## config.mk

```make
export PLATFORM = sky130hd
export DESIGN_NAME = integer_to_ascii_formatter_core
export DESIGN_NICKNAME = d
export VERILOG_FILES = /design/src/sv/itoa_fmt_pkg.sv /design/src/sv/itoa_fmt_dp.sv /design/src/sv/itoa_fmt_ctrl.sv /design/src/sv/integer_to_ascii_formatter_core.sv
export VERILOG_INCLUDE_DIRS = /design/src /design/src/sv
export SDC_FILE = /design/constraint.sdc
export NUM_CORES = 1
export LEC_CHECK = 0
export BUFFER_PORTS_ARGS = -buffer_cell sky130_fd_sc_hd__buf_2
export CAP_MARGIN = 10
export CORE_ASPECT_RATIO = 1.75
export CORE_MARGIN = 2
export CORE_UTILIZATION = 48
export CTS_CLUSTER_SIZE = 40
export DETAILED_ROUTE_END_ITERATION = 16
export MAX_ROUTING_LAYER = met4
export PLACE_DENSITY = 0.71
export SLEW_MARGIN = 20
export SYNTH_ARGS = -nofsm -noshare
export SYNTH_HDL_FRONTEND = slang
export SYNTH_SLANG_ARGS = --single-unit
```

## constraint.sdc

```tcl
create_clock -name clk -period 3.8 [get_ports clk]
set_input_delay 0.95 -clock clk [delete_from_list [all_inputs] [get_ports clk]]
set_output_delay 0.95 -clock clk [all_outputs]
set_load 0.005 [all_outputs]
```

## src/sv/integer_to_ascii_formatter_core_macros.svh

```systemverilog
// ----------------------------------------------------------------------------
// Integer to ASCII formatter: assertion macros
// Shorthand for clocked implication checks, disabled while reset is held.
// ----------------------------------------------------------------------------
`ifndef INTEGER_TO_ASCII_FORMATTER_CORE_MACROS_SVH
`define INTEGER_TO_ASCII_FORMATTER_CORE_MACROS_SVH

// Same-cycle implication
`define ITOA_ASSERT_IMP(lbl, ante, cons, msg) \
  lbl: assert property (@(posedge clk) disable iff (!rst_n) (ante) |-> (cons)) else $error(msg);

// Next-cycle implication
`define ITOA_ASSERT_NXT(lbl, ante, cons, msg) \
  lbl: assert property (@(posedge clk) disable iff (!rst_n) (ante) |=> (cons)) else $error(msg);

`endif

```

## src/sv/itoa_fmt_pkg.sv

```systemverilog
// ----------------------------------------------------------------------------
// Integer to ASCII formatter package
// Shared constants, codes and controller/datapath interface structs.
// ----------------------------------------------------------------------------
package itoa_fmt_pkg;

  // Operand and digit store geometry
  localparam int VAL_W         = 64;
  localparam int NDIG          = 20;
  localparam int DIG_W         = 4 * NDIG;
  localparam int LEN_W         = $clog2(NDIG + 1);
  localparam int CNT_W         = $clog2(VAL_W);
  localparam int DEF_MAX_WIDTH = 32;
  localparam int MW_W          = 6;
  localparam int CLAMP_W       = 7;

  // Conversion codes
  localparam logic [1:0] OP_SDEC = 2'd0;
  localparam logic [1:0] OP_UDEC = 2'd1;
  localparam logic [1:0] OP_HEX  = 2'd2;
  localparam logic [1:0] OP_PTR  = 2'd3;

  // Register indexes (byte address bit 2)
  localparam logic REG_MIN_WIDTH = 1'b0;
  localparam logic REG_PAD_ZERO  = 1'b1;

  // ASCII characters
  localparam logic [7:0] CH_ZERO  = 8'h30;
  localparam logic [7:0] CH_A     = 8'h61;
  localparam logic [7:0] CH_MINUS = 8'h2d;
  localparam logic [7:0] CH_X     = 8'h78;
  localparam logic [7:0] CH_SPACE = 8'h20;

  // Character source select
  localparam logic [2:0] SEL_MINUS = 3'd0;
  localparam logic [2:0] SEL_ZERO  = 3'd1;
  localparam logic [2:0] SEL_X     = 3'd2;
  localparam logic [2:0] SEL_PAD   = 3'd3;
  localparam logic [2:0] SEL_DIGIT = 3'd4;

  // Controller to datapath commands
  typedef struct packed {
    logic       load;
    logic       dabble;
    logic       shift;
    logic       load_pad;
    logic       pad_dec;
    logic       emit;
    logic [2:0] sel;
  } dp_cmd_t;

  // Datapath to controller status
  typedef struct packed {
    logic dec;
    logic dab_last;
    logic top_zero;
    logic len_one;
    logic pad_zero;
    logic neg;
    logic ptr;
  } dp_stat_t;

endpackage

```

## src/sv/itoa_fmt_dp.sv

```systemverilog
// ----------------------------------------------------------------------------
// Integer to ASCII formatter datapath
// Operand conditioning, shift-add-3 BCD conversion, leading zero strip,
// pad count and the registered character output.
// ----------------------------------------------------------------------------
module itoa_fmt_dp import itoa_fmt_pkg::*; #(
  parameter int MAX_WIDTH = DEF_MAX_WIDTH
) (
  input  logic             clk,
  input  logic             rst_n,
  input  logic [1:0]       in_opcode,
  input  logic             in_is_long,
  input  logic [VAL_W-1:0] in_value,
  input  logic [MW_W-1:0]  min_width,
  input  logic             pad_zero,
  input  dp_cmd_t          cmd,
  output dp_stat_t         stat,
  output logic             out_valid,
  output logic [7:0]       out_ch,
  output logic             out_last
);

  localparam int WW = $clog2(MAX_WIDTH + 1);

  logic [DIG_W-1:0] dig_r;
  logic [VAL_W-1:0] bin_r;
  logic [LEN_W-1:0] len_r;
  logic [CNT_W-1:0] cnt_r;
  logic [WW-1:0]    pad_r;
  logic             neg_r;
  logic             ptr_r;
  logic             dec_r;
  logic             out_valid_r;
  logic [7:0]       out_ch_r;
  logic             out_last_r;

  logic [VAL_W-1:0] ext;
  logic [VAL_W-1:0] mag;
  logic             neg;
  logic [DIG_W-1:0] adj;
  logic [3:0]       top;
  logic [7:0]       dchar;
  logic [WW-1:0]    wdt;
  logic [WW-1:0]    need;
  logic [WW-1:0]    pad_calc;

  // Condition operand: width select, sign extension, magnitude
  always_comb begin
    ext = in_value;
    if (in_opcode != OP_PTR && !in_is_long) begin
      if (in_opcode == OP_SDEC) begin
        ext = {{(VAL_W-32){in_value[31]}}, in_value[31:0]};
      end else begin
        ext = {{(VAL_W-32){1'b0}}, in_value[31:0]};
      end
    end
    neg = (in_opcode == OP_SDEC) && ext[VAL_W-1];
    mag = neg ? (~ext + VAL_W'(1)) : ext;
  end

  // Add 3 to every BCD digit of five or more
  always_comb begin
    for (int i = 0; i < NDIG; i++) begin
      adj[4*i +: 4] = (dig_r[4*i +: 4] >= 4'd5) ? dig_r[4*i +: 4] + 4'd3 : dig_r[4*i +: 4];
    end
  end

  // Character of the leading digit
  assign top   = dig_r[DIG_W-1 -: 4];
  assign dchar = (top > 4'd9) ? (CH_A + {4'b0, top} - 8'd10) : (CH_ZERO + {4'b0, top});

  // Clamp width and work out the pad count
  always_comb begin
    wdt = ({1'b0, min_width} > CLAMP_W'(MAX_WIDTH)) ? WW'(MAX_WIDTH) : WW'(min_width);
    need = WW'(len_r) + WW'(neg_r);
    pad_calc = (wdt > need) ? (wdt - need) : '0;
  end

  // Digit store, counters and flags
  always_ff @(posedge clk) begin
    if (cmd.load) begin
      neg_r <= neg;
      ptr_r <= (in_opcode == OP_PTR);
      dec_r <= (in_opcode == OP_SDEC) || (in_opcode == OP_UDEC);
      bin_r <= mag;
      dig_r <= ((in_opcode == OP_SDEC) || (in_opcode == OP_UDEC)) ? '0 : DIG_W'(mag);
      len_r <= LEN_W'(NDIG);
      cnt_r <= '0;
    end else if (cmd.dabble) begin
      dig_r <= {adj[DIG_W-2:0], bin_r[VAL_W-1]};
      bin_r <= {bin_r[VAL_W-2:0], 1'b0};
      cnt_r <= cnt_r + CNT_W'(1);
    end else if (cmd.shift) begin
      dig_r <= {dig_r[DIG_W-5:0], 4'b0};
      len_r <= len_r - LEN_W'(1);
    end
    if (cmd.load_pad) begin
      pad_r <= pad_calc;
    end else if (cmd.pad_dec) begin
      pad_r <= pad_r - WW'(1);
    end
  end

  // Output strobe
  always_ff @(posedge clk) begin
    if (!rst_n) begin
      out_valid_r <= 1'b0;
    end else begin
      out_valid_r <= cmd.emit;
    end
  end

  // Output character and last mark
  always_ff @(posedge clk) begin
    if (cmd.emit) begin
      out_last_r <= (cmd.sel == SEL_DIGIT) && (len_r == LEN_W'(1));
      unique case (cmd.sel)
        SEL_MINUS: out_ch_r <= CH_MINUS;
        SEL_ZERO:  out_ch_r <= CH_ZERO;
        SEL_X:     out_ch_r <= CH_X;
        SEL_PAD:   out_ch_r <= pad_zero ? CH_ZERO : CH_SPACE;
        SEL_DIGIT: out_ch_r <= dchar;
        default:   out_ch_r <= dchar;
      endcase
    end
  end

  assign stat.dec      = dec_r;
  assign stat.dab_last = (cnt_r == CNT_W'(VAL_W - 1));
  assign stat.top_zero = (top == 4'd0);
  assign stat.len_one  = (len_r == LEN_W'(1));
  assign stat.pad_zero = (pad_r == '0);
  assign stat.neg      = neg_r;
  assign stat.ptr      = ptr_r;

  assign out_valid = out_valid_r;
  assign out_ch    = out_ch_r;
  assign out_last  = out_last_r;

endmodule

```

## src/sv/itoa_fmt_ctrl.sv

```systemverilog
// ----------------------------------------------------------------------------
// Integer to ASCII formatter controller
// Sequences load, conversion, zero strip, prefix, padding and digits.
// ----------------------------------------------------------------------------
module itoa_fmt_ctrl import itoa_fmt_pkg::*; (
  input  logic     clk,
  input  logic     rst_n,
  input  logic     start,
  input  dp_stat_t stat,
  output dp_cmd_t  cmd,
  output logic     busy
);

  localparam logic [3:0] S_IDLE  = 4'd0;
  localparam logic [3:0] S_DAB   = 4'd1;
  localparam logic [3:0] S_NORM  = 4'd2;
  localparam logic [3:0] S_PADC  = 4'd3;
  localparam logic [3:0] S_MINUS = 4'd4;
  localparam logic [3:0] S_ZERO  = 4'd5;
  localparam logic [3:0] S_X     = 4'd6;
  localparam logic [3:0] S_PAD   = 4'd7;
  localparam logic [3:0] S_DIGIT = 4'd8;

  logic [3:0] state_r;
  logic [3:0] state_nxt;

  // Next state and commands
  always_comb begin
    state_nxt = state_r;
    cmd       = '0;
    cmd.sel   = SEL_DIGIT;
    unique case (state_r)
      S_IDLE: begin
        if (start) begin
          cmd.load  = 1'b1;
          state_nxt = S_DAB;
        end
      end
      S_DAB: begin
        if (!stat.dec) begin
          state_nxt = S_NORM;
        end else begin
          cmd.dabble = 1'b1;
          if (stat.dab_last) begin
            state_nxt = S_NORM;
          end
        end
      end
      S_NORM: begin
        if (stat.top_zero && !stat.len_one) begin
          cmd.shift = 1'b1;
        end else begin
          state_nxt = S_PADC;
        end
      end
      S_PADC: begin
        cmd.load_pad = 1'b1;
        priority if (stat.neg) begin
          state_nxt = S_MINUS;
        end else if (stat.ptr) begin
          state_nxt = S_ZERO;
        end else begin
          state_nxt = S_PAD;
        end
      end
      S_MINUS: begin
        cmd.emit  = 1'b1;
        cmd.sel   = SEL_MINUS;
        state_nxt = S_PAD;
      end
      S_ZERO: begin
        cmd.emit  = 1'b1;
        cmd.sel   = SEL_ZERO;
        state_nxt = S_X;
      end
      S_X: begin
        cmd.emit  = 1'b1;
        cmd.sel   = SEL_X;
        state_nxt = S_PAD;
      end
      S_PAD: begin
        cmd.emit = 1'b1;
        if (!stat.pad_zero) begin
          cmd.sel     = SEL_PAD;
          cmd.pad_dec = 1'b1;
        end else begin
          cmd.shift = 1'b1;
          state_nxt = stat.len_one ? S_IDLE : S_DIGIT;
        end
      end
      S_DIGIT: begin
        cmd.emit  = 1'b1;
        cmd.shift = 1'b1;
        if (stat.len_one) begin
          state_nxt = S_IDLE;
        end
      end
      default: begin
        state_nxt = S_IDLE;
      end
    endcase
  end

  // Hold state
  always_ff @(posedge clk) begin
    if (!rst_n) begin
      state_r <= S_IDLE;
    end else begin
      state_r <= state_nxt;
    end
  end

  assign busy = (state_r != S_IDLE);

endmodule

```

## src/sv/integer_to_ascii_formatter_core.sv

```systemverilog
// ----------------------------------------------------------------------------
// Integer to ASCII formatter core
// Formats one 32- or 64-bit integer as signed/unsigned decimal, hex or
// pointer hex, emitted as a string of ASCII characters.
//
// Requests are issued with start while busy is low; in_opcode, in_is_long
// and in_value are sampled on that edge. Characters come out most
// significant first on out_ch with out_valid high for one cycle each, and
// out_last marks the final character. The receiver cannot stall: every
// character is taken in the cycle it is shown.
// Each request runs from the accepting edge: shift-add-3 conversion for
// decimal (skipped for hex), stripping of S leading zeros (S is 0 to 19, at
// least 4 for hex), the pad count, then the N characters (1 to 34 with the
// default MAX_WIDTH). busy drops with the last character, so a new request
// may start while that character is shown. Reset clears the sequencer,
// the output strobe, min_width and pad_zero. min_width and pad_zero are
// written over the APB port; the user must do so only while idle, as the
// block itself does not enforce it.
// ----------------------------------------------------------------------------
`include "integer_to_ascii_formatter_core_macros.svh"

module integer_to_ascii_formatter_core import itoa_fmt_pkg::*; #(
  parameter int MAX_WIDTH = DEF_MAX_WIDTH
) (
  input  logic             clk,
  input  logic             rst_n,
  // request channel
  input  logic             start,
  output logic             busy,
  input  logic [1:0]       in_opcode,
  input  logic             in_is_long,
  input  logic [VAL_W-1:0] in_value,
  // character channel
  output logic             out_valid,
  output logic [7:0]       out_ch,
  output logic             out_last,
  // configuration port
  input  logic             psel,
  input  logic             penable,
  input  logic             pwrite,
  input  logic [2:0]       paddr,
  input  logic [31:0]      pwdata,
  output logic [31:0]      prdata,
  output logic             pready
);

  logic [MW_W-1:0] min_width_r;
  logic            pad_zero_r;
  logic            cfg_wr;
  dp_cmd_t         cmd;
  dp_stat_t        stat;

  // Register writes
  assign pready = 1'b1;
  assign cfg_wr = psel && penable && pwrite && pready;

  always_ff @(posedge clk) begin
    if (!rst_n) begin
      min_width_r <= '0;
      pad_zero_r  <= 1'b0;
    end else if (cfg_wr) begin
      unique case (paddr[2])
        REG_MIN_WIDTH: min_width_r <= pwdata[MW_W-1:0];
        REG_PAD_ZERO:  pad_zero_r  <= pwdata[0];
        default:       pad_zero_r  <= pad_zero_r;
      endcase
    end
  end

  // Register reads
  always_comb begin
    unique case (paddr[2])
      REG_MIN_WIDTH: prdata = {{(32-MW_W){1'b0}}, min_width_r};
      REG_PAD_ZERO:  prdata = {31'b0, pad_zero_r};
      default:       prdata = '0;
    endcase
  end

  itoa_fmt_ctrl u_ctrl (
    .clk   (clk),
    .rst_n (rst_n),
    .start (start),
    .stat  (stat),
    .cmd   (cmd),
    .busy  (busy)
  );

  itoa_fmt_dp #(
    .MAX_WIDTH (MAX_WIDTH)
  ) u_dp (
    .clk        (clk),
    .rst_n      (rst_n),
    .in_opcode  (in_opcode),
    .in_is_long (in_is_long),
    .in_value   (in_value),
    .min_width  (min_width_r),
    .pad_zero   (pad_zero_r),
    .cmd        (cmd),
    .stat       (stat),
    .out_valid  (out_valid),
    .out_ch     (out_ch),
    .out_last   (out_last)
  );

  // A taken request keeps the block busy
  `ITOA_ASSERT_NXT(a_start_busy, start && !busy, busy, "request taken but block not busy")
  // More characters follow only while busy
  `ITOA_ASSERT_IMP(a_mid_busy, out_valid && !out_last, busy, "character mid-number while idle")
  // The final character frees the block
  `ITOA_ASSERT_IMP(a_last_idle, out_valid && out_last, !busy, "still busy after last character")

endmodule

```

==> metrics.md <==
| Metric | Value |
|---|---|
| Post-place setup slack | around 0.28 ns |
| Routability cong. | ~0.93 |
| Row Count | 77 |
| Clock Path Buffers | 2 |
| Critical path startpoint category | primary input |
| Slew Limit Fails | 0 |
| Initial antenna violation count | 6 |
| Main flop type after synthesis | edfxtp_1 |
| Fillers | about 2300 |
| Leakage | between 5 and 6 nW |
| Setup TNS | 0 ns |
| WL final | about 32000 um |
| Max-slew headroom | a little over two fifths |
| Worst setup path endpoint | u_dp.bin_r[56]$_DFFE_PP_ |
| # hold bufs at CTS | 0 |
| Initial drt markers | 800 |
| Post-synth EDFFs | about 160 |
| Largest net degree at the start of global routing | a little over 80 |
| Final nets | 1585 |
| Total CTS buffers | 17 |
| Tightest Pin Transition | 0.8562 ns |
| Setup ws final | 0.7632 ns |
| Design area | 13740 um^2 |
| Run status | complete, no violations |
| Final Skew | between 0.01 and 0.015 ns |
| Seq/Total Area, Yosys | ~43% |
| Hold crit path type | flop to flop |
| Initial Util | approximately half |
| GRT Resource Usage Total | 24.49% |
| Fin crit share | between 70% and 80% |
| Synth unique cells | between 70 and 80 |
| Area of the mapped netlist | 12350 um^2 |
| Warnings, synthesis | 0 |
| Hold Violations, Final | 0 |
| Post-DP Area | between 10000 and 15000 um^2 |
| CTS Root Cell | clkbuf_16 |
| FF+latch count, synth | roughly 180 |
| Clock Latency Late Sink | approximately 0.46 ns |
| Via density | 5.984 |
| Die Wd | between 100 and 150 um |
| RSZ-0062 raised after global routing | false |
| # setup viols final | 0 |
| Clock sink total | roughly 180 |
| Post-Syn Area per Cell | 9.119 um^2 |
| Post-route DRC | 0 |
| Max_cap viols | 0 |
| P per Cell Area | roughly 620 nW/um^2 |
| Minimum clock period after layout | between 3 and 4 ns |
| Post-CTS setup buffer count | 0 |
| Clock transition at path regs | roughly 0.070 ns |
| Placed wire-length estimate | roughly 23000 um |
| Share of cells above drive strength 1 | 12.13% |
| Syn Inst Count | between 1000 and 1500 |
| CTS tree | yes |
| Ys async rst share | 0% |
| Post-CTS resize count | 0 |
| Crit. Startpoint | in_value[0] |
| RR Endpoint | u_dp.dig_r[22]$_DFFE_PP_ |
| Worst R2R Setup Slack | between 0.8 and 0.9 ns |
| Die area | around 27000 um^2 |
| First-pass GRT wire length | roughly 51000 um |
| Final ANT Viol Nets | 0 |
| Number of detailed-route iterations in the first pass | 5 |
| Core area | between 20000 and 30000 um^2 |
| R2r startpoint | u_dp.pad_r[0]$_DFFE_PP_ |
| Storage element area | 5295 um^2 |
| Synth-to-Final Area Change | 11.25% |
| Worst endpoint required time | approximately 4 ns |
| Worst setup EP type | flop |
| Worst Path Max Fanout | 5 |
| Max VDD drop | between 0.0003 and 0.0004 V |
| WP data arrival | 3.23 ns |
| Vias after detailed routing | around 11000 |
| Number of global-route vias before repair | 10167 |
| Util after Layout | 54.42% |
| Multi-input gate area | between 6000 and 7000 um^2 |
| H-tree depth | 4 |
| Fmax | approximately 0.33 GHz |
| Wire per inst | about 18 um |
| WS Path Type | primary input to flop |
| GR Overflow Total | 0 |
| I/O pin count | ~150 |
| Chip height | about 220 um |
| Reg2reg path depth | 7 |
| IO Port Bufs | 95 |
| Total power | around 8.5 mW |
metrics by stage:
step / instances / hold WS [ns]
5_1_grt: 1757 / 0.5200
4_1_cts: 1751 / 0.5077
3_3_place_gp: 1719 / 0.4744
6_report: 1757 / 0.5065
3_5_place_dp: 1719 / 0.4937
2_1_floorplan: 1380 / 0.4539
layer usage:
layer | wire length (um) | vias up | track usage, %
met5 | 0 | - | -
met4 | 947 | 0 | 9.778
met3 | 1853 | 62 | 4.863
met2 | 17510 | 341 | 44.53
met1 | 12050 | 5054 | 25.87
li1 | - | 5057 | -
Yosys cell counts, drive strengths merged (3+ instances only):
master	number	share of area, %
edfxtp	161	39
a21oi	148	6.0
nand2	145	4.4
o21ai	142	5.8
nor2	87	2.6
clkbuf	66	2.0
inv	57	1.7
ha	54	5.5
xor2	54	3.8
xnor2	45	3.2
buf	33	1.9
nor2b	27	1.4
nor3b	27	1.6
dfxtp	23	3.7
nand2b	23	1.2
o221ai	23	1.6
nor3	22	0.93
a22oi	20	1.2
nand3	19	0.77
a31oi	18	0.91
nor4	14	0.83
o22ai	14	0.71
or3	12	0.65
o31ai	10	0.61
mux2i	9	0.73
nand4	8	0.41
o41ai	8	0.63
a21o	7	0.43
or4	7	0.43
a211oi	6	0.36
o32ai	5	0.35
and3	4	0.20
nor4b	4	0.46
a221o	3	0.24
nand4b	3	0.21
o21bai	3	0.18
or4b	3	0.27
cell families after synthesis:
| family | count (synthesis) | synth area share (%) |
|---|---|---|
| AOI/OAI and AO/OA | 428 | 20.55 |
| xor gates and xnor gates | 99 | 7.023 |
| adders and majority gates | 56 | 5.715 |
| buffers and inverters | 156 | 5.624 |
| DFF | 184 | 42.89 |
| muxes | 10 | 0.8209 |
| other | 2 | 0.06083 |
| and+or+nand+nor | 419 | 17.32 |
worst max-delay path: stages:
cell      delay [ns]
buf_2           0.13
inv_1           0.12
ha_1            0.19
or4b_4          0.50
nand4b_1        0.26
buf_4           0.22
nor3_1          0.36
a41oi_1         0.23
xor2_1          0.18
o21ai_0         0.08
cells in the final DEF, fill, tap and decap left out, types with 28 or more instances in the layout:
cell	netlist	final
edfxtp_1	161	161
a21oi_1	148	148
nand2_1	145	145
o21ai_0	133	133
buf_2	2	95
nor2_1	87	85
inv_1	57	56
xor2_1	54	54
ha_1	54	54
xnor2_1	45	45
conb_1	2	28
flip-flops by register name (all words and copies together) (netlist names):
register,flops
u_dp.pad_r,6
u_ctrl.state_r,4
u_dp.out_ch,7
u_dp.neg_r,1
pad_zero_r,1
u_dp.len_r,5
u_dp.dig_r,80
u_dp.out_last,1
u_dp.cnt_r,6
u_dp.ptr_r,1
u_dp.bin_r,64
min_width_r,6
u_dp.out_valid,1
u_dp.dec_r,1
final cells by class:
cell class	instances	share of cell area, %
Clock buffer	22	3.926
Multi-Input combinational cell	1040	47.24
Clock inverter	10	0.7014
Sequential cell	184	38.55
Timing Repair Buffer	122	5.028
Tap cell	316	2.878
Antenna cell	6	0.1093
Inverter	57	1.567
power breakdown:
group          switching [mW]  internal, mW
registers               0.485          3.14
clock network           0.833          1.09
logic                    1.80          1.17
worst min path at each step:
stage,slack (ns),depth (start not counted),start,endpoint
after floorplan,0.45,2,u_dp.cnt_r[5]$_SDFFE_PP0P_,u_dp.cnt_r[5]$_SDFFE_PP0P_
after global placement,0.47,2,u_dp.cnt_r[5]$_SDFFE_PP0P_,u_dp.cnt_r[5]$_SDFFE_PP0P_
after detailed placement,0.49,1,u_dp.cnt_r[1]$_SDFFE_PP0P_,u_dp.cnt_r[1]$_SDFFE_PP0P_
after CTS,0.51,2,u_dp.cnt_r[5]$_SDFFE_PP0P_,u_dp.cnt_r[5]$_SDFFE_PP0P_
after global routing,0.52,2,u_dp.cnt_r[5]$_SDFFE_PP0P_,u_dp.cnt_r[5]$_SDFFE_PP0P_
final,0.51,2,u_dp.cnt_r[5]$_SDFFE_PP0P_,u_dp.cnt_r[5]$_SDFFE_PP0P_
Note: power is estimated with default switching activity, not from simulation.
